<file path="config.mk">
export PLATFORM = sky130hd
export DESIGN_NAME = ecg_mul
export DESIGN_NICKNAME = d
export VERILOG_FILES = /design/src/hw/rtl/ecg_pkg.sv /design/src/hw/rtl/ecg_mul.sv
export SDC_FILE = /design/constraint.sdc
export NUM_CORES = 2
export LEC_CHECK = 0
export ABC_AREA = 0
export BUFFER_PORTS_ARGS = -buffer_cell sky130_fd_sc_hd__clkbuf_2
export CAP_MARGIN = 20
export CORE_ASPECT_RATIO = 0.75
export CORE_MARGIN = 2
export CORE_UTILIZATION = 40
export DETAILED_ROUTE_END_ITERATION = 10
export MAX_ROUTING_LAYER = met4
export PLACE_DENSITY = 0.55
export SKIP_LAST_GASP = 1
export SYNTH_ARGS = -nofsm -noshare
export SYNTH_HDL_FRONTEND = slang
export SYNTH_SLANG_ARGS = --single-unit
</file>
<file path="constraint.sdc">
create_clock -name clk -period 10.2 [get_ports clk]
set_input_delay 0 -clock clk [delete_from_list [all_inputs] [get_ports clk]]
set_output_delay 0 -clock clk [all_outputs]
set_load 0.02 [all_outputs]
</file>
<file path="src/hw/rtl/ecg_pkg.sv">
// Shared widths, constants, handshake types and the CORDIC step-angle table
// for the earth-fixed to geodetic converter. No dependencies.
package ecg_pkg;

  localparam int CW      = 56;  // CORDIC x/y datapath
  localparam int AW      = 36;  // angles at 2^-32 rad
  localparam int MUL_A_W = 56;
  localparam int MUL_B_W = 34;
  localparam int MUL_P_W = 90;
  localparam int DIV_N_W = 72;
  localparam int DIV_D_W = 32;
  localparam int DIV_Q_W = 57;
  localparam int SQ_V_W  = 62;
  localparam int SQ_R_W  = 31;

  localparam logic signed [AW-1:0] HALFPI32  = 36'sd6746518852;
  localparam logic signed [AW-1:0] DEG32     = 36'sd74961321;
  localparam logic signed [AW-1:0] PI29      = 36'sd1686629713;
  localparam logic signed [AW-1:0] TWO_PI29  = 36'sd3373259426;
  localparam logic signed [AW-1:0] HALFPI29  = 36'sd843314857;
  localparam logic [31:0]          INVK32    = 32'd2608131496;
  localparam logic signed [CW-1:0] XCOS0     = 56'sd652032874;
  localparam logic [DIV_Q_W-1:0]   CMAX      = 57'd1 << 50;
  localparam logic [DIV_Q_W-1:0]   QMAX      = 57'd1 << 56;

  typedef enum logic {CORDIC_VEC, CORDIC_ROT} cordic_mode_t;
  typedef enum logic [1:0] {SH28, SH30, SH32} mul_shift_t;
  typedef enum logic {LIM_C, LIM_Q} div_lim_t;

  typedef struct packed {
    logic         start;
    cordic_mode_t mode;
  } cordic_ctl_t;

  typedef struct packed {
    logic       start;
    mul_shift_t shift;
  } mul_ctl_t;

  typedef struct packed {
    logic     start;
    div_lim_t lim;
  } div_ctl_t;

  function automatic logic [AW-1:0] atan_step(input logic [4:0] i);
    logic [AW-1:0] v;
    unique case (i)
      5'd0:    v = 36'd3373259426;
      5'd1:    v = 36'd1991351318;
      5'd2:    v = 36'd1052175346;
      5'd3:    v = 36'd534100635;
      5'd4:    v = 36'd268086748;
      5'd5:    v = 36'd134174063;
      5'd6:    v = 36'd67103403;
      5'd7:    v = 36'd33553749;
      5'd8:    v = 36'd16777131;
      5'd9:    v = 36'd8388597;
      5'd10:   v = 36'd4194303;
      default: v = AW'(64'd1 << (6'd32 - {1'b0, i}));
    endcase
    return v;
  endfunction

endpackage

</file>
<file path="src/hw/rtl/ecg_mul.sv">
// Multi-cycle multiplier: four 32x32 partial products accumulated, then a
// right shift by 28, 30 or 32. Depends on ecg_pkg.
module ecg_mul (
  input  logic                        clk,
  input  logic                        rst,
  input  ecg_pkg::mul_ctl_t           ctl,
  input  logic [ecg_pkg::MUL_A_W-1:0] a,
  input  logic [ecg_pkg::MUL_B_W-1:0] b,
  output logic [ecg_pkg::MUL_A_W-1:0] res,
  output logic                        done
);
  import ecg_pkg::*;

  logic               busy;
  logic [1:0]         step;
  mul_shift_t         shift;
  logic [MUL_A_W-1:0] a_r;
  logic [MUL_B_W-1:0] b_r;
  logic [MUL_P_W-1:0] acc;
  logic [31:0]        ma;
  logic [31:0]        mb;
  logic [63:0]        pp;
  logic [MUL_P_W-1:0] pp_sh;

  assign ma = step[0] ? 32'(a_r[MUL_A_W-1:32]) : a_r[31:0];
  assign mb = step[1] ? 32'(b_r[MUL_B_W-1:32]) : b_r[31:0];
  assign pp = ma * mb;

  always_comb begin
    unique case (step)
      2'd0:    pp_sh = MUL_P_W'(pp);
      2'd1,
      2'd2:    pp_sh = MUL_P_W'(pp) << 32;
      default: pp_sh = MUL_P_W'(pp) << 64;
    endcase
  end

  always_comb begin
    unique case (shift)
      SH28:    res = acc[28 +: MUL_A_W];
      SH30:    res = acc[30 +: MUL_A_W];
      default: res = acc[32 +: MUL_A_W];
    endcase
  end

  always_ff @(posedge clk) begin
    if (rst) begin
      busy  <= 1'b0;
      done  <= 1'b0;
      step  <= '0;
      shift <= SH32;
    end else begin
      done <= 1'b0;
      if (ctl.start) begin
        busy  <= 1'b1;
        step  <= '0;
        shift <= ctl.shift;
        a_r   <= a;
        b_r   <= b;
        acc   <= '0;
      end else if (busy) begin
        acc  <= acc + pp_sh;
        step <= step + 2'd1;
        if (step == 2'd3) begin
          busy <= 1'b0;
          done <= 1'b1;
        end
      end
    end
  end
endmodule

</file>
Word-level counts from Yosys, hierarchy flattened
Cells that the tools add are included.
{"block": "op_classes", "addsub": 2, "n_mul": 1, "n_eq_ne": 4, "mux": 9, "bitwise_logic": 2, "n_reduce_logical": 8}
{"op": "$pmux 90 s2", "count": 1}
{"op": "$pmux 56 s2", "count": 1}
{"op": "$add 90x90->90", "count": 1}
{"op": "$mux 90", "count": 1}
{"op": "$mul 32x32->64", "count": 1}
{"op": "$mux 32", "count": 2}
{"op": "$eq 2x1->1 const B", "count": 2}
{"op": "$eq 2x2->1 const B", "count": 2}
{"op": "$logic_not 2->1", "count": 2}
{"op": "$mux 1", "count": 4}
{"op": "$reduce_and 2->1", "count": 2}
{"op": "$reduce_or 2->1", "count": 2}
{"op": "$reduce_or 3->1", "count": 1}
{"op": "$add 2x1->2 const B", "count": 1}
{"op": "$not 1->1", "count": 2}
{"op": "$reduce_bool 2->1", "count": 1}
{"block": "totals", "register_bits": 186, "inputBits": 95, "out_inout_bits": 57}

Depth between registers and ports, before layout
{"block": "logic_depth", "ltp_word": 5, "ltp_mapped": 45, "ltp_nobuf": 41}

Worst setup path after synthesis
No wires, ideal clock.
{"block": "synth_path", "path_kind": "register to register", "startpoint": "register step[0]", "endpoint": "register acc[76] (data pin)", "setup_ns": 0.260, "arrival_time_ns": 10.846, "setup_slack_ns": -0.905, "path_stages_with_launch": 43, "path_buffers": 4, "synth_period_minus_slack_ns": 11.105, "path_cell_list": "dfxtp_1 buf_1 buf_1 mux2i_1 clkbuf_1 nor2_1 fa_1 fa_1 fa_1 inv_1 fa_1 inv_1 fa_1 inv_1 fa_1 inv_1 fa_1 fa_1 [7 not listed] nor3_1 o21ai_1 a311oi_2 mux2i_1 nand2_1 ha_1 clkbuf_1 and3_1 and2_1 a221oi_1 o21ai_0 a221o_1 a211o_1 nor2b_1 a21o_1 nor2_1 a31oi_1 mux2_2"}
{"block": "synth_between", "elab_chain_len": 5, "word_cells_on_any_way": 9, "classes_between": "add/sub (1); mul (1); eq/ne (2); mux (3); reduce/logical (2)"}
{"item": "start, declared", "line": "ecg_mul.sv:15", "rtl": "logic [1:0] step;"}
{"item": "start signal, assigned", "line": "ecg_mul.sv:63", "rtl": "step <= step + 2'd1;"}
{"item": "$mux 32 (tied with other cells)", "line": "ecg_mul.sv:25", "rtl": "assign ma = step[0] ? 32'(a_r[MUL_A_W-1:32]) : a_r[31:0];"}
{"item": "$mul 32x32->64 or $reduce_or 2->1 (tied branches)", "line": "ecg_mul.sv:27, ecg_mul.sv:30"}
{"item": "$pmux 90 s2 (*)", "line": "ecg_mul.sv:30", "rtl": "unique case (step)"}
{"item": "$add 90x90->90 (*)", "line": "ecg_mul.sv:62", "rtl": "acc <= acc + pp_sh;"}
{"item": "$mux 90 (*)", "line": "ecg_mul.sv:61", "rtl": "end else if (busy) begin"}
{"item": "end signal, assigned", "line": "ecg_mul.sv:62"}
{"item": "end, declared", "line": "ecg_mul.sv:19", "rtl": "logic [MUL_P_W-1:0] acc;"}
Every way passes the cells marked *; elsewhere a longest branch is shown, timed or not. The select of a mux whose other input is x is not followed.
A chain may end at the register's enable or synchronous reset.

Worst setup path in the final report
{"block": "layout_path", "startpoint": "register step[0]", "endpoint": "register acc[86] (data pin)"}
Same word-level chain as after synthesis.

==> impl_metrics.tcl <==
set metrics [dict create \
    outcome "finished with violations" \
    violations "setup timing" \
    mostFrequentLayoutCell "inv_1" \
    fin_crit_ps 10600 \
    insertion_delay_ps 600 \
    worst_pin_slew_ps 1060 \
    critical_path_buf_inv_count 7 \
    worst_slack_ps -403 \
    dieHeight_um 297 \
    cts_sinks 184 \
    globalRoute.busiestLayer "met1" \
    fp-row-count 107 \
    crit_top_cell "fa_1" \
    synth_cells 5200 \
    final_layout_size_suffix_gt1_share_pct 24.9 \
    synth_fp_nets 6544 \
    muxShareOfSynthArea_pct 2.75 \
    clock_tree.buffer_depth 2 \
    finalHoldViolations 0 \
    cts_root_buffer "clkbuf_16" \
    synth_compound_area_share_pct 9.39 \
    arrival_ps 10950 \
    use_met1_pct 44.0 \
    pin_count 152 \
    area_growth_pct 30.6 \
    ant_nets 0 \
    dp_slack_ps -708 \
    path_class "register to register" \
    wl_per_cell_um 22.5 \
    synthAdderAreaFrac_pct 48.7 \
    die_area_um2 118000 \
    dp_hpwl_mm 147 \
    drv_slew 0 \
    rsz0062_at_grt "yes" \
    drc 0 \
    grt_usage_pct 30.8 \
    initial_utilization_pct 40.4 \
    synth_edf_count 178 \
    use_met2_pct 42.8 \
    most-common-layout-cells "inv_1 (904), buf_4 (881), fa_1 (872)" \
    die_x_um 395 \
    cts_buffers 17 \
    first_iter_violations 3809 \
    synth_top_family_by_area "adder cells" \
    io_buffers 151 \
    crit_slowest_cell "fa_1" \
    hold_path_class "primary input to register" \
    core-area_um2 114000 \
    netlist_area_um2 45900 \
    viasPerCell 5.28 \
    htreeDepth 4 \
    fin_nets 7539 \
    vias 40844 \
    cts_tree "yes" \
    max_freq_mhz 94.3 \
    met3_usage_pct 8.31 \
    drtPass1Iterations 6 \
    syn_area_per_cell_um2 8.83 \
    skew_ps 35.9 \
    grt_first_pass_wirelength_mm 261 \
    cts.clk_slew.worst_paths_ps 90 \
    gp_congestion 1.02 \
    routed_wirelength_mm 174 \
    yosys_warnings 0 \
    synth_cell_types 73 \
    critPathMaxStageDelay_ps 580 \
    critPathRequiredTime_ps 10540 \
    period_share_pct 104 \
    async_flop_share_pct 0 \
    grt_start_max_net_pins 114 \
    grt_overflow 0 \
    reg2reg_slack_ps -400 \
    yosysSeqAreaShare_pct 11.9 \
    antenna_found_initial 11 \
    synth-seq-cells 184 \
    grt_pass1_vias 41502 \
    ys.flop_type "edfxtp_1" \
    cp-end-kind "register" \
    yosys.area_share.simple_pct 14.9 \
    critPathMaxFanout 7 \
    synthXorXnorAreaFrac_pct 2.54 \
    setup_violations 34 \
    slew_headroom_pct 29.3 \
    max-cap-violations 0 \
    crit_path_start_kind "register" \
    crit_family "adder cells" \
]
[repair_timing]
action	CTS	global route
setup buffers	50	31
hold buffers	97	0
endpoints found under the setup margin	42	52
gates resized for setup	209	197
hold endpoints to repair	99	0
pin swaps	49	71
cloned	4	1
[sequential cells by signal, indices dropped and copies added, names as in the netlist]
name   flops
shift      2
acc       88
a_r       56
step       2
done       1
busy       1
b_r       34
[cells in the mapped netlist (all sizes together), types with 20 or more instances]
master	instances	area share (%)
nor2b	75	1.0
xnor2	82	1.6
clkbuf	260	2.1
a22o	33	0.63
a31oi	26	0.39
edfxtp	178	12
mux2i	88	1.9
nor2	697	5.7
nand4	54	0.74
xor2	51	0.97
buf	24	0.21
inv	911	7.4
a21o	116	1.9
and2	26	0.35
mux2	34	0.83
ha	352	9.6
nand3	20	0.22
o21bai	33	0.54
nor3	20	0.23
o21ai	149	1.6
nand2	706	5.8
fa	897	39
a21oi	171	1.9
[final cells by class]
class,instances,area (um^2)
Antenna cell,6,15.0
Clock inverter,13,176
Multi-Input combinational cell,3820,37900
Timing Repair Buffer,1260,10600
Fill cell,10550,53700
Tap cell,1526,1910
Sequential cell,184,5480
Clock buffer,19,453
Inverter,912,3420
[worst paths after layout]
| path | end | cells after the start | from |
|---|---|---|---|
| worst max-delay path | acc[86] | 40 | step[0] |
| worst min-delay path | b_r[26] | 2 | b[26] |
| worst max register to register | acc[86] | 40 | step[0] |
| worst min register to register | acc[0] | 2 | acc[0] |
[routing by layer]
metal  wire length (um)  part of all wire [%]  up-vias
li1                   -                     -    18235
met1              78100                    45    20802
met2              73300                    42     1593
met3              17900                    10      214
met4               4710                   2.7        0
met5                  0                     0        -
[cell families after synthesis]
logic type,count (synthesis)
AOI/OAI and AO/OA,658
adders and majority gates,1249
DFF,184
xor gates and xnor gates,133
muxes,122
and+or+nand+nor,1658
buffers and inverters,1196
[metrics by stage]
stage / cell area (um^2) / utilization [%] / cells / hold WS [ps] / setup TNS, ps
after floorplan: 46200 / - / 5200 / 69.2 / -23.7
after global placement: 55600 / 48.9 / 7524 / 177 / -16640
after detailed placement: 55600 / 48.9 / 7524 / 179 / -18660
after CTS: 58800 / 51.7 / 7706 / 65.2 / -4660
after global routing: 59900 / 52.7 / 7739 / 103 / -20300
final: 59900 / 52.7 / 7740 / 126 / -7440
Power is left out: the tool's default activity adds up to more than one toggle a clock period on the data nets, which glitch-free logic cannot reach.
