$ cat src/hw/rtl/ecg_pkg.sv
// Shared widths, constants, handshake types and the CORDIC step-angle table
// for the earth-fixed to geodetic converter. No dependencies.
package ecg_pkg;

  localparam int CW      = 56;  // CORDIC x/y datapath
  localparam int AW      = 36;  // angles at 2^-32 rad
  localparam int MUL_A_W = 56;
  localparam int MUL_B_W = 34;
  localparam int MUL_P_W = 90;
  localparam int DIV_N_W = 72;
  localparam int DIV_D_W = 32;
  localparam int DIV_Q_W = 57;
  localparam int SQ_V_W  = 62;
  localparam int SQ_R_W  = 31;

  localparam logic signed [AW-1:0] HALFPI32  = 36'sd6746518852;
  localparam logic signed [AW-1:0] DEG32     = 36'sd74961321;
  localparam logic signed [AW-1:0] PI29      = 36'sd1686629713;
  localparam logic signed [AW-1:0] TWO_PI29  = 36'sd3373259426;
  localparam logic signed [AW-1:0] HALFPI29  = 36'sd843314857;
  localparam logic [31:0]          INVK32    = 32'd2608131496;
  localparam logic signed [CW-1:0] XCOS0     = 56'sd652032874;
  localparam logic [DIV_Q_W-1:0]   CMAX      = 57'd1 << 50;
  localparam logic [DIV_Q_W-1:0]   QMAX      = 57'd1 << 56;

  typedef enum logic {CORDIC_VEC, CORDIC_ROT} cordic_mode_t;
  typedef enum logic [1:0] {SH28, SH30, SH32} mul_shift_t;
  typedef enum logic {LIM_C, LIM_Q} div_lim_t;

  typedef struct packed {
    logic         start;
    cordic_mode_t mode;
  } cordic_ctl_t;

  typedef struct packed {
    logic       start;
    mul_shift_t shift;
  } mul_ctl_t;

  typedef struct packed {
    logic     start;
    div_lim_t lim;
  } div_ctl_t;

  function automatic logic [AW-1:0] atan_step(input logic [4:0] i);
    logic [AW-1:0] v;
    unique case (i)
      5'd0:    v = 36'd3373259426;
      5'd1:    v = 36'd1991351318;
      5'd2:    v = 36'd1052175346;
      5'd3:    v = 36'd534100635;
      5'd4:    v = 36'd268086748;
      5'd5:    v = 36'd134174063;
      5'd6:    v = 36'd67103403;
      5'd7:    v = 36'd33553749;
      5'd8:    v = 36'd16777131;
      5'd9:    v = 36'd8388597;
      5'd10:   v = 36'd4194303;
      default: v = AW'(64'd1 << (6'd32 - {1'b0, i}));
    endcase
    return v;
  endfunction

endpackage

$ cat src/hw/rtl/ecg_div.sv
// Restoring shift-subtract divider, one quotient bit per cycle, with the
// quotient saturated at a selectable limit. Depends on ecg_pkg.
module ecg_div (
  input  logic                        clk,
  input  logic                        rst,
  input  ecg_pkg::div_ctl_t           ctl,
  input  logic [ecg_pkg::DIV_N_W-1:0] num,
  input  logic [ecg_pkg::DIV_D_W-1:0] den,
  output logic [ecg_pkg::DIV_Q_W-1:0] quo,
  output logic                        done
);
  import ecg_pkg::*;

  logic               busy;
  logic [6:0]         cnt;
  div_lim_t           lim;
  logic [DIV_N_W-1:0] n_r;
  logic [DIV_D_W-1:0] den_r;
  logic [DIV_D_W-1:0] rem;
  logic [DIV_N_W-1:0] q_r;
  logic [DIV_D_W:0]   rem_sh;
  logic [DIV_D_W:0]   diff;
  logic               ge;
  logic [DIV_Q_W-1:0] maxq;

  assign rem_sh = {rem, n_r[DIV_N_W-1]};
  assign diff   = rem_sh - {1'b0, den_r};
  assign ge     = rem_sh >= {1'b0, den_r};
  assign maxq   = (lim == LIM_C) ? CMAX : QMAX;
  assign quo    = (q_r > DIV_N_W'(maxq)) ? maxq : q_r[DIV_Q_W-1:0];

  always_ff @(posedge clk) begin
    if (rst) begin
      busy <= 1'b0;
      done <= 1'b0;
      cnt  <= '0;
      lim  <= LIM_C;
    end else begin
      done <= 1'b0;
      if (ctl.start) begin
        busy  <= 1'b1;
        cnt   <= '0;
        lim   <= ctl.lim;
        n_r   <= num;
        den_r <= den;
        rem   <= '0;
        q_r   <= '0;
      end else if (busy) begin
        rem <= ge ? diff[DIV_D_W-1:0] : rem_sh[DIV_D_W-1:0];
        q_r <= {q_r[DIV_N_W-2:0], ge};
        n_r <= n_r << 1;
        cnt <= cnt + 7'd1;
        if (cnt == 7'(DIV_N_W - 1)) begin
          busy <= 1'b0;
          done <= 1'b1;
        end
      end
    end
  end
endmodule

$ cat config.mk
export PLATFORM = sky130hd
export DESIGN_NAME = ecg_div
export DESIGN_NICKNAME = d
export VERILOG_FILES = /design/src/hw/rtl/ecg_pkg.sv /design/src/hw/rtl/ecg_div.sv
export SDC_FILE = /design/constraint.sdc
export NUM_CORES = 1
export LEC_CHECK = 0
export ABC_CLOCK_PERIOD_IN_PS = 17000
export BUFFER_PORTS_ARGS = -buffer_cell sky130_fd_sc_hd__buf_2
export CORE_UTILIZATION = 62
export CTS_CLUSTER_SIZE = 14
export DETAILED_ROUTE_END_ITERATION = 8
export GPL_ROUTABILITY_DRIVEN = 0
export MAX_ROUTING_LAYER = met4
export PLACE_DENSITY_LB_ADDON = 0.12
export SLEW_MARGIN = 20
export SYNTH_ARGS = -nofsm -noshare
export SYNTH_HDL_FRONTEND = slang
export SYNTH_SLANG_ARGS = --single-unit
$ cat constraint.sdc
create_clock -name clk -period 17 [get_ports clk]
set_input_delay 1.7 -clock clk [delete_from_list [all_inputs] [get_ports clk]]
set_output_delay 1.7 -clock clk [all_outputs]
set_load 0.02 [all_outputs]
# ---- Word-level counts from Yosys, hierarchy flattened
# Index checks and enable logic that the tools add are counted.
dict set report totals {
  memories 0
  latch_bits 0
  reg_bits 218
  romBits 0
  ram_bits 0
  out_inout_bits 58
}
dict set report classes {
  n_reduce_logical 5
  eq_ne 1
  bitwise_logic 2
  div_mod_pow 0
  mux 11
  order_cmp 2
  add_sub_neg 2
  shift 0
  mul 0
}
# operator n
set ops {}
lappend ops {{2-to-1 mux 72 bit} 3}
lappend ops {{2-to-1 mux 57 bit} 2}
lappend ops {{greater-than comparator 72 x 57 -> 1 bit} 1}
lappend ops {{2-to-1 mux 32 bit} 2}
lappend ops {{greater-or-equal comparator 33 x 32 -> 1 bit} 1}
lappend ops {{subtractor 32 bit} 1}
lappend ops {{adder 7 x 1 -> 7 bit (second input constant)} 1}
lappend ops {{equality test 7 bit (second input constant)} 1}
lappend ops {{2-to-1 mux 1 bit} 4}
lappend ops {{AND reduction 2 bit} 2}
lappend ops {{OR reduction 3 bit} 1}
lappend ops {{NOT 1 bit} 2}
lappend ops {{nonzero test 2 bit} 1}
lappend ops {{OR reduction 2 bit} 1}

# ---- Logic depth before layout (Yosys ltp)
# Gate-level depths: netlist (run 1).
dict set report depth {
  word_depth 4
  ltp_mapped 13
  ltp_nobuf 11
}

# ---- Worst setup path before layout (run 1)
# Ideal clock, no wire load.
dict set report synth_path {
  path_kind {input port to flip-flop}
  startpoint {input port ctl[1] (netlist name)}
  endpoint {register n_r[0], enable pin}
  slack_ns 6.633
  path_buffers 2
  arrival_time_ns 9.653
  cell_stages 4
  t_required_ns 16.286
  cell_sequence {clkbuf_1 clkbuf_1 nor2_1 nor2_1}
}
dict set report synth_between {
  elab_chain_len 2
}
# element line_no
set synth_rtl {}
lappend synth_rtl {{from (decl)} ecg_div.sv:6} ;# input ecg_pkg::div_ctl_t ctl,
lappend synth_rtl {{nonzero test 2 bit (no line)} -}
lappend synth_rtl {{AND reduction 2 bit (no line)} -}
lappend synth_rtl {{to (signal assigned)} ecg_div.sv:44} ;# n_r <= num;
lappend synth_rtl {{to (signal assigned)} ecg_div.sv:51} ;# n_r <= n_r << 1;
lappend synth_rtl {{to (decl)} ecg_div.sv:17} ;# logic [DIV_N_W-1:0] n_r;
# No other way between the ends.
# A chain may end at the register's enable or synchronous reset.

# ---- Final worst setup path (run 1)
dict set report layout_path {
  startpoint {register q_r[54]}
  endpoint {output port quo[31] (netlist name)}
}
dict set report layout_between {
  elab_chain_len 2
}
# element line_no
set layout_rtl {}
lappend layout_rtl {{from (decl)} ecg_div.sv:20} ;# logic [DIV_N_W-1:0] q_r;
lappend layout_rtl {{from (signal assigned)} ecg_div.sv:50} ;# q_r <= {q_r[DIV_N_W-2:0], ge};
lappend layout_rtl {{greater-than comparator 72 x 57 -> 1 bit} ecg_div.sv:30} ;# assign quo = (q_r > DIV_N_W'(maxq)) ? maxq : q_r[DIV_Q_W-1:0];
lappend layout_rtl {{2-to-1 mux 57 bit} ecg_div.sv:30}
lappend layout_rtl {{to (decl)} ecg_div.sv:9} ;# output logic [ecg_pkg::DIV_Q_W-1:0] quo,
# No other way between the ends.

==> summary.md, run 1 <==
| Metric | Value |
|---|---|
| Status | `complete, no violations` |
| CP top delay family | `simple AND/OR/NAND/NOR gates` |
| I/O Buffers | `165` |
| Area of the multi-input gates | `4230 sq um` |
| Total of fill cells in the finished design | `1231` |
| HPWL after DPL | `14400 um` |
| Synthesized Nets | `1046` |
| Reg clk slew, reported paths | `0.06 ns` |
| Full die area | `18300 sq um` |
| Cell breakdown of the critical path | `or4_1 > nor2_1 > nand3_1 > nor4_1 > o2111a_1 > buf_4 > and2_1 > buf_2` |
| Cell Area, Synth | `11000 sq um` |
| Fin. Hold Viols | `0` |
| Part of the power in registers | `0.452` |
| Share of cells above drive strength 1 | `0.273` |
| Placed inst area | `12000 sq um` |
| PnR worst setup slack | `11.79 ns` |
| DRC viols | `0` |
| Drt first pass iters | `5` |
| Hold_buf cts | `0` |
| Ys flop type | `edfxtp_1` |
| Synth warn | `0` |
| Routed Antenna Nets | `0` |
| Post-route clock skew | `0.0167 ns` |
| Synth Register Bits | `218` |
| First-pass GRT wire length | `35200 um` |
| Synth-to-layout area growth | `16.8%` |
| Largest net degree at the start of global routing | `95` |
| # IOs | `166` |
| Post-Layout Cell Count | `1293` |
| Endpoints failing setup | `0` |
| Initial antenna violation count | `0` |
| Maximum clock path buffer count | `3` |
| Syn Inst Count | `902` |
| Post-synth EDFFs | `208` |
| Dpl ws | `12.30 ns` |
| CTS tree | `done` |
| Count leader, synth | `edfxtp_1` |
| CTS Sinks | `218` |
| Max incr delay on CP | `0.55 ns` |
| Initial Utilization | `0.636` |
| Vias post-DR | `7409` |
| Ant diodes | `0` |
| Core area | `17300 sq um` |
| Max Freq | `192 MHz` |
| Cts repair resizes | `0` |
| Setup_tns | `0 ns` |
| 1st-iter DRT viols | `545` |
| Gate power share | `0.147` |
| Post-synth top area share | `0.568` |
| Num rows | `48` |
| Max Cap Viol | `0` |
| Largest area contributor in the netlist | `edfxtp_1` |
| Routed WL per cell | `16.9 um` |
| Clock share of power | `0.401` |
| CP arrival | `3.51 ns` |
| Slew Viols, Final | `0` |
| Root buf cell | `clkbuf_16` |
| Ys async rst share | `0` |
| Crit path required time | `15.30 ns` |
| Worst Tran Pin Value | `1.03 ns` |
| Switch share | `0.242` |
| Overall Power | `1.45 mW` |
| WL final | `21900 um` |
| Fin nets | `1198` |
| Endpoint type of the worst setup path | `output pin` |
| Final period utilization | `0.306` |
| Worst rel slew slack | `0.313` |
| Top cells by area, synth | `edfxtp_1 (57%), mux2_2 (7.3%), nor2b_1 (4.3%)` |
| H-tree depth | `1` |
| Die Ht | `135 um` |
| Post-CTS setup buffers | `0` |
| Netlist cell types | `55` |
| Slowest CP cell | `o2111a_1` |
| Int Power | `1.10 mW` |
| P_sw | `0.350 mW` |
| Placed instance count | `1254` |
| Die W | `135 um` |
| RSZ-0062 raised after global routing | `false` |
| Gr ovfl total | `0` |
| Post-synth top cells | `edfxtp_1 (208), nor2b_1 (76), mux2_2 (71)` |
| Max VDD drop | `0.0862 mV` |
| Via-per-instance ratio | `5.73` |
| Vias in the first global route | `7242` |
| Startpoint class of the critical path | `flop` |
| Final min period | `5.21 ns` |
| Sequential cell area | `6450 sq um` |
| Fin area | `12800 sq um` |
| CP Class | `flop to output pin` |
| CP bufs+invs | `2` |
| Total track usage | `0.251` |
| Synthesized area per cell | `12.2 sq um` |
| Clock latency on the worst-skew pair | `0.52 ns` |
| Post-synthesis sequential area ratio | `0.586` |
| CP max FO | `39` |
| Power per cell area | `113 nW/um^2` |
| TritonCTS buffer count | `23` |
| Hold Crit Class | `flop to flop` |
| Leakage | `5.14 nW` |
==> power by group through the flow <==
stage	combinational (mW)	sequential, mW	clock [mW]
floorplan	0.164	0.664	0
global placement	0.206	0.664	0
detailed placement	0.211	0.664	0
CTS	0.213	0.654	0.588
global route	0.237	0.658	0.606
finish	0.213	0.654	0.580
==> sequential cells by signal, summed over array words and instances (netlist names) <==
register  cells
q_r          72
busy          1
n_r          72
rem          32
cnt           7
done          1
lim           1
den_r        32
==> cell type report <==
| cell class | instances | area share |
|---|---|---|
| repair buffers | 171 | 0.0683 |
| multi-input cells | 602 | 0.329 |
| well taps | 225 | 0.0219 |
| inverters | 38 | 0.0111 |
| clock buffers | 26 | 0.0457 |
| flip-flops and latches | 218 | 0.502 |
| clock inverters | 13 | 0.0221 |
==> tightest hold or removal path: stages (launching register included) <==
cell	delay, ns
dfxtp_1	0.32
o21ai_0	0.07
a21oi_1	0.06
==> cells by family (layout without fill, tap and decap cells) <==
family / after synthesis / count (layout) / synth area share
fa+ha+maj: 36 / 36 / 0.0416
mux: 73 / 73 / 0.0745
buf+inv: 82 / 248 / 0.0311
simple gates: 329 / 329 / 0.160
xor+xnor: 25 / 25 / 0.0199
flops: 218 / 218 / 0.586
compound gates: 139 / 139 / 0.0866
==> final timing paths <==
path                          endpoint  cells after the start                   from  slack [ns]
hold / removal     cnt[6]$_SDFFE_PP0P_                      2    cnt[6]$_SDFFE_PP0P_        0.49
hold reg to reg    cnt[6]$_SDFFE_PP0P_                      2    cnt[6]$_SDFFE_PP0P_        0.49
setup / recovery               quo[31]                      8  q_r[54]$_SDFFCE_PP0P_       11.79
setup reg to reg  rem[1]$_SDFFCE_PP0P_                     10  rem[15]$_SDFFCE_PP0P_       13.33
==> through the flow <==
| step | hold WS [ns] | utilization |
|---|---|---|
| global route | 0.506 | 0.743 |
| CTS | 0.493 | 0.743 |
| detailed placement | 0.483 | 0.692 |
| finish | 0.493 | 0.743 |
| floorplan | 0.454 | - |
| global placement | 0.464 | 0.692 |
==> placed cells by master, fill, tap and decap left out, drive strengths merged, types with 4 or more instances in the layout <==
cell    instances
a211oi          4
a21o           13
a21oi          49
a311oi          5
a31o            8
a31oi           5
and2           58
and3            9
buf           171
bufinv          8
clkbuf         26
clkinv          4
dfxtp          10
edfxtp        208
ha             35
inv            39
mux2           71
nand2          64
nand2b          7
nand3          13
nand4          15
nor2           42
nor2b          76
nor3           14
nor4           20
o21a            8
o21ai          20
o31ai           5
or3             6
xnor2          14
xor2           11
==> layer usage <==
metal,vias up,part of all wire,track usage
met5,-,0,-
met4,0,0.020,0.0618
met3,34,0.057,0.0423
met2,207,0.46,0.383
met1,3563,0.46,0.352
li1,3605,-,-
Note: power is estimated with default switching activity, not from simulation.
==> run 2, diff against run 1 <==
--- a/config.mk
+++ b/config.mk
@@ -5,9 +5,9 @@
 export SDC_FILE = /design/constraint.sdc
 export NUM_CORES = 1
 export LEC_CHECK = 0
-export ABC_CLOCK_PERIOD_IN_PS = 17000
+export ABC_CLOCK_PERIOD_IN_PS = 4970
 export BUFFER_PORTS_ARGS = -buffer_cell sky130_fd_sc_hd__buf_2
-export CORE_UTILIZATION = 62
+export CORE_UTILIZATION = 58
 export CTS_CLUSTER_SIZE = 14
 export DETAILED_ROUTE_END_ITERATION = 8
 export GPL_ROUTABILITY_DRIVEN = 0
==> constraint.sdc (replaced) <==
create_clock -name clk -period 4.97 [get_ports clk]
set_input_delay 0.497 -clock clk [delete_from_list [all_inputs] [get_ports clk]]
set_output_delay 0.497 -clock clk [all_outputs]
set_load 0.02 [all_outputs]
==> summary.md, run 2 (synthesis results as in run 1) <==
| Metric | Value |
|---|---|
| Synth-to-layout area growth | `17.4%` |
| Max Freq | `268 MHz` |
| Largest net degree at the start of global routing | `94` |
| Hold_buf cts | `0` |
| Core area | `18300 sq um` |
| Full die area | `19500 sq um` |
| Max VDD drop | `0.312 mV` |
| Maximum clock path buffer count | `3` |
| Fin. Hold Viols | `0` |
| Max Cap Viol | `0` |
| 1st-iter DRT viols | `419` |
| Worst Hold Path Cells | `1` |
| Num rows | `49` |
| Via-per-instance ratio | `5.61` |
| Area of the multi-input gates | `4230 sq um` |
| I/O Buffers | `165` |
| Placed instance count | `1259` |
| Routed Antenna Nets | `0` |
| Final min period | `3.73 ns` |
| Post-CTS setup buffers | `0` |
| Worst rel slew slack | `0.293` |
| Die W | `140 um` |
| CTS Sinks | `218` |
| Root buf cell | `clkbuf_16` |
| Hold Crit Class | `input port to flop` |
| Gr ovfl total | `0` |
| Post-Layout Cell Count | `1304` |
| DRC viols | `0` |
| Slew Viols, Final | `0` |
| TritonCTS buffer count | `24` |
| Worst reg-to-reg path cell count | `10` |
| Final period utilization | `0.751` |
| Reg clk slew, reported paths | `0.06 ns` |
| Crit path required time | `5.24 ns` |
| Endpoints failing setup | `0` |
| Total track usage | `0.233` |
| Endpoint type of the worst setup path | `flop` |
| Drt first pass iters | `4` |
| Most common cell after layout, fill and taps aside | `edfxtp_1` |
| Clock latency on the worst-skew pair | `0.52 ns` |
| CP max FO | `20` |
| Dpl ws | `1.24 ns` |
| Vias post-DR | `7315` |
| RSZ-0062 raised after global routing | `false` |
| Sequential cell area | `6450 sq um` |
| Routed WL per cell | `16.6 um` |
| Leakage | `5.16 nW` |
| Min-delay src | `den[8]` |
| Share of cells above drive strength 1 | `0.276` |
| Commonest cells after routing, fill and taps aside | `edfxtp_1 (208), buf_2 (164), nor2b_1 (76)` |
| # IOs | `166` |
| H-tree depth | `1` |
| Vias in the first global route | `7142` |
| HPWL after DPL | `14300 um` |
| Worst Tran Pin Value | `1.06 ns` |
| Startpoint class of the critical path | `flop` |
| CTS tree | `done` |
| Initial Utilization | `0.602` |
| First-pass GRT wire length | `35600 um` |
| Critical R2R Launch | `rem[15]$_SDFFCE_PP0P_` |
| CP Class | `flop to flop` |
| Cts repair resizes | `0` |
| CP arrival | `4.00 ns` |
| Status | `complete, no violations` |
| Post-route clock skew | `0.0147 ns` |
| Power per cell area | `387 nW/um^2` |
| Total of fill cells in the finished design | `1333` |
| RR Endpoint | `rem[0]$_SDFFCE_PP0P_` |
| Biggest regs | `n_r (72), q_r (72)` |
| Setup_tns | `0 ns` |
| WL final | `21600 um` |
| PnR worst setup slack | `1.24 ns` |
| Hold EP | `den_r[8]$_DFFE_PP_` |
| Overall Power | `4.99 mW` |
| R2R setup slack | `1.24 ns` |
| Die Ht | `140 um` |
| Initial antenna violation count | `1` |
| Fin nets | `1200` |
==> run 2: layout make-up <==
cell class / instances / share of cell area
sequential: 218 / 0.499
multi-input combinational: 602 / 0.327
timing repair buffer: 172 / 0.0695
clock buffer: 27 / 0.0474
clock inverter: 16 / 0.0232
tap: 229 / 0.0222
inverter: 38 / 0.0110
antenna: 2 / 0.000388
==> run 2: metrics by stage <==
stage / hold WS (ns) / utilization / cell area, sq um
global route: 0.129 / 0.707 / 12900
detailed placement: 0.482 / 0.657 / 12000
CTS: 0.132 / 0.707 / 12900
finish: 0.151 / 0.707 / 12900
floorplan: 0.454 / - / 11000
global placement: 0.463 / 0.657 / 12000
==> run 2: per-layer routing <==
layer	global-route usage	wire [um]	vias to the layer above	share of wire
met1	0.326	10300	3447	0.48
met3	0.0489	1390	33	0.064
met2	0.347	9500	223	0.44
met4	0.0613	438	0	0.020
li1	-	-	3612	-
met5	-	0	-	0
==> run 2: worst max-delay path, stage by stage (launching register included) <==
cell and delay, ns:
edfxtp_1 0.38, ha_1 0.39, a21o_1 0.25, o21bai_1 0.17, a311o_1 0.36, o2bb2ai_1 0.19, o41ai_4 0.41, a31o_1 0.74
buf_4 0.35, nor3_1 0.07, a31o_1 0.19
==> run 2: how the worst max path moves through the flow <==
stage                                     start                    to  cells after the start
after CTS                 q_r[15]$_SDFFCE_PP0P_               quo[36]                      7
after global routing      q_r[15]$_SDFFCE_PP0P_               quo[17]                      7
after global placement    rem[15]$_SDFFCE_PP0P_  rem[0]$_SDFFCE_PP0P_                     10
after detailed placement  rem[15]$_SDFFCE_PP0P_  rem[1]$_SDFFCE_PP0P_                     10
final                     rem[15]$_SDFFCE_PP0P_  rem[0]$_SDFFCE_PP0P_                     10
after floorplan                          ctl[1]  n_r[0]$_SDFFCE_PN0P_                      4
==> run 2: power breakdown <==
part           total [mW]  leakage (nW)  switching [mW]  internal (mW)
combinational       0.728          2.64           0.420          0.309
clock                2.03         0.437           0.725           1.31
sequential           2.24          2.09          0.0577           2.18
total                4.99          5.16            1.20           3.79
==> run 3, diff against run 2 <==
--- a/config.mk
+++ b/config.mk
@@ -5,7 +5,7 @@
 export SDC_FILE = /design/constraint.sdc
 export NUM_CORES = 1
 export LEC_CHECK = 0
-export ABC_CLOCK_PERIOD_IN_PS = 4970
+export ABC_CLOCK_PERIOD_IN_PS = 3800
 export BUFFER_PORTS_ARGS = -buffer_cell sky130_fd_sc_hd__buf_2
 export CORE_UTILIZATION = 58
 export CTS_CLUSTER_SIZE = 14
==> constraint.sdc (replaced) <==
create_clock -name clk -period 3.8 [get_ports clk]
set_input_delay 0.38 -clock clk [delete_from_list [all_inputs] [get_ports clk]]
set_output_delay 0.38 -clock clk [all_outputs]
set_load 0.02 [all_outputs]
==> summary.md, run 3 (synthesis results as in run 1) <==
| Metric | Value |
|---|---|
| WL final | `22000 um` |
| Gr ovfl total | `0` |
| Vias in the first global route | `7281` |
| Initial antenna violation count | `1` |
| Part of the power in registers | `0.482` |
| Placed instance count | `1262` |
| Commonest cells after routing, fill and taps aside | `edfxtp_1 (208), buf_2 (164), nor2b_1 (76)` |
| TritonCTS buffer count | `24` |
| RSZ-0062 raised after global routing | `false` |
| Worst Tran Pin Value | `1.00 ns` |
| Fin. Hold Viols | `0` |
| Max Cap Viol | `0` |
| Synth-to-layout area growth | `16.3%` |
| Die Ht | `140 um` |
| Routed WL per cell | `16.9 um` |
| Post-route clock skew | `0.0181 ns` |
| CTS tree | `done` |
| Cell breakdown of the critical path | `or4_1 > nor2_1 > nand3_1 > nor4_1 > o2111a_2 > buf_12 > and2_1 > buf_2` |
| Clock share of power | `0.357` |
| 1st-iter DRT viols | `490` |
| CTS Sinks | `218` |
| Final period utilization | `0.891` |
| CP arrival | `3.00 ns` |
| Most common cell after layout, fill and taps aside | `edfxtp_1` |
| Routed Antenna Nets | `0` |
| Crit path required time | `3.42 ns` |
| Total of fill cells in the finished design | `1345` |
| Leakage | `5.10 nW` |
| Maximum clock path buffer count | `3` |
| Hold_buf cts | `0` |
| Reg clk slew, reported paths | `0.07 ns` |
| Drt first pass iters | `5` |
| Clock latency on the worst-skew pair | `0.52 ns` |
| Fin nets | `1203` |
| I/O Buffers | `165` |
| CP max FO | `40` |
| Endpoint type of the worst setup path | `output pin` |
| Max Freq | `295 MHz` |
| Num rows | `49` |
| Largest net degree at the start of global routing | `176` |
| Status | `complete, no violations` |
| Vias post-DR | `7460` |
| Share of cells above drive strength 1 | `0.271` |
| Final min period | `3.38 ns` |
| Root buf cell | `clkbuf_16` |
| Core area | `18300 sq um` |
| Power per cell area | `474 nW/um^2` |
| Post-Layout Cell Count | `1306` |
| Max incr delay on CP | `0.52 ns` |
| Full die area | `19500 sq um` |
| Overall Power | `6.06 mW` |
| Max VDD drop | `0.403 mV` |
| Hold slack | `0.0323 ns` |
| Hold Crit Class | `input port to flop` |
| HPWL after DPL | `14700 um` |
| DRC viols | `0` |
| Worst rel slew slack | `0.332` |
| Startpoint class of the critical path | `flop` |
| Slew Viols, Final | `0` |
| Total track usage | `0.239` |
| Setup_tns | `0 ns` |
| Biggest regs | `n_r (72), q_r (72)` |
| # IOs | `166` |
| P_sw | `1.56 mW` |
| Endpoints failing setup | `0` |
| Die W | `140 um` |
| Int Power | `4.51 mW` |
| CP Class | `flop to output pin` |
| Switch share | `0.256` |
| Via-per-instance ratio | `5.71` |
| Initial Utilization | `0.602` |
| Gate power share | `0.161` |
| H-tree depth | `1` |
| Slowest CP cell | `or4_1` |
| First-pass GRT wire length | `36400 um` |
==> run 3: layout make-up <==
cell class	instances	area, sq um	area share
inverter	38	143	0.0111
multi-input combinational	602	4230	0.330
antenna	1	2.50	0.000196
clock buffer	32	631	0.0493
clock inverter	11	101	0.00792
tap	229	287	0.0224
sequential	218	6450	0.504
timing repair buffer	175	957	0.0748
==> run 3: power groups by stage <==
stage	sequential [mW]	combinational (mW)	clock (mW)
CTS	2.92	0.972	2.22
detailed placement	2.97	0.966	0
global placement	2.97	0.949	0
floorplan	2.95	0.736	0
global route	2.94	1.09	2.31
finish	2.92	0.975	2.17
==> run 3: repair_timing <==
action                                  4_1_cts  5_1_grt
endpoints found under the setup margin        0       39
buffers inserted                              0        0
resized for setup                             0        1
==> run 3: worst paths after layout <==
| kind | startpoint | end | slack [ns] | cells past startpoint |
|---|---|---|---|---|
| worst min register to register | cnt[6]$_SDFFE_PP0P_ | cnt[6]$_SDFFE_PP0P_ | 0.49 | 2 |
| worst min-delay path | den[13] | den_r[13]$_DFFE_PP_ | 0.03 | 1 |
| worst max register to register | rem[18]$_SDFFCE_PP0P_ | rem[22]$_SDFFCE_PP0P_ | 0.44 | 10 |
| worst max-delay path | q_r[53]$_SDFFCE_PP0P_ | quo[10] | 0.42 | 8 |
==> run 3: per-stage QoR <==
step | utilization | cell area [sq um] | setup WS (ns)
after floorplan | - | 11000 | 0.0178
after global placement | 0.660 | 12100 | 0.554
after detailed placement | 0.660 | 12100 | 0.477
after CTS | 0.700 | 12800 | 0.138
after global routing | 0.700 | 12800 | 0.140
final | 0.700 | 12800 | 0.415
==> run 3: routing by layer <==
| layer | track usage | share of wire | vias up |
|---|---|---|---|
| li1 | - | - | 3624 |
| met5 | - | 0 | - |
| met3 | 0.0471 | 0.072 | 25 |
| met1 | 0.337 | 0.47 | 3578 |
| met2 | 0.360 | 0.45 | 233 |
| met4 | 0.0521 | 0.014 | 0 |
==> run 3: critical path, delay by kind of cell, from the launching register on <==
kind            cells  cell delay, ns
flops               1            0.40
buf+inv             2            0.37
compound gates      1            0.44
simple gates        5            1.27
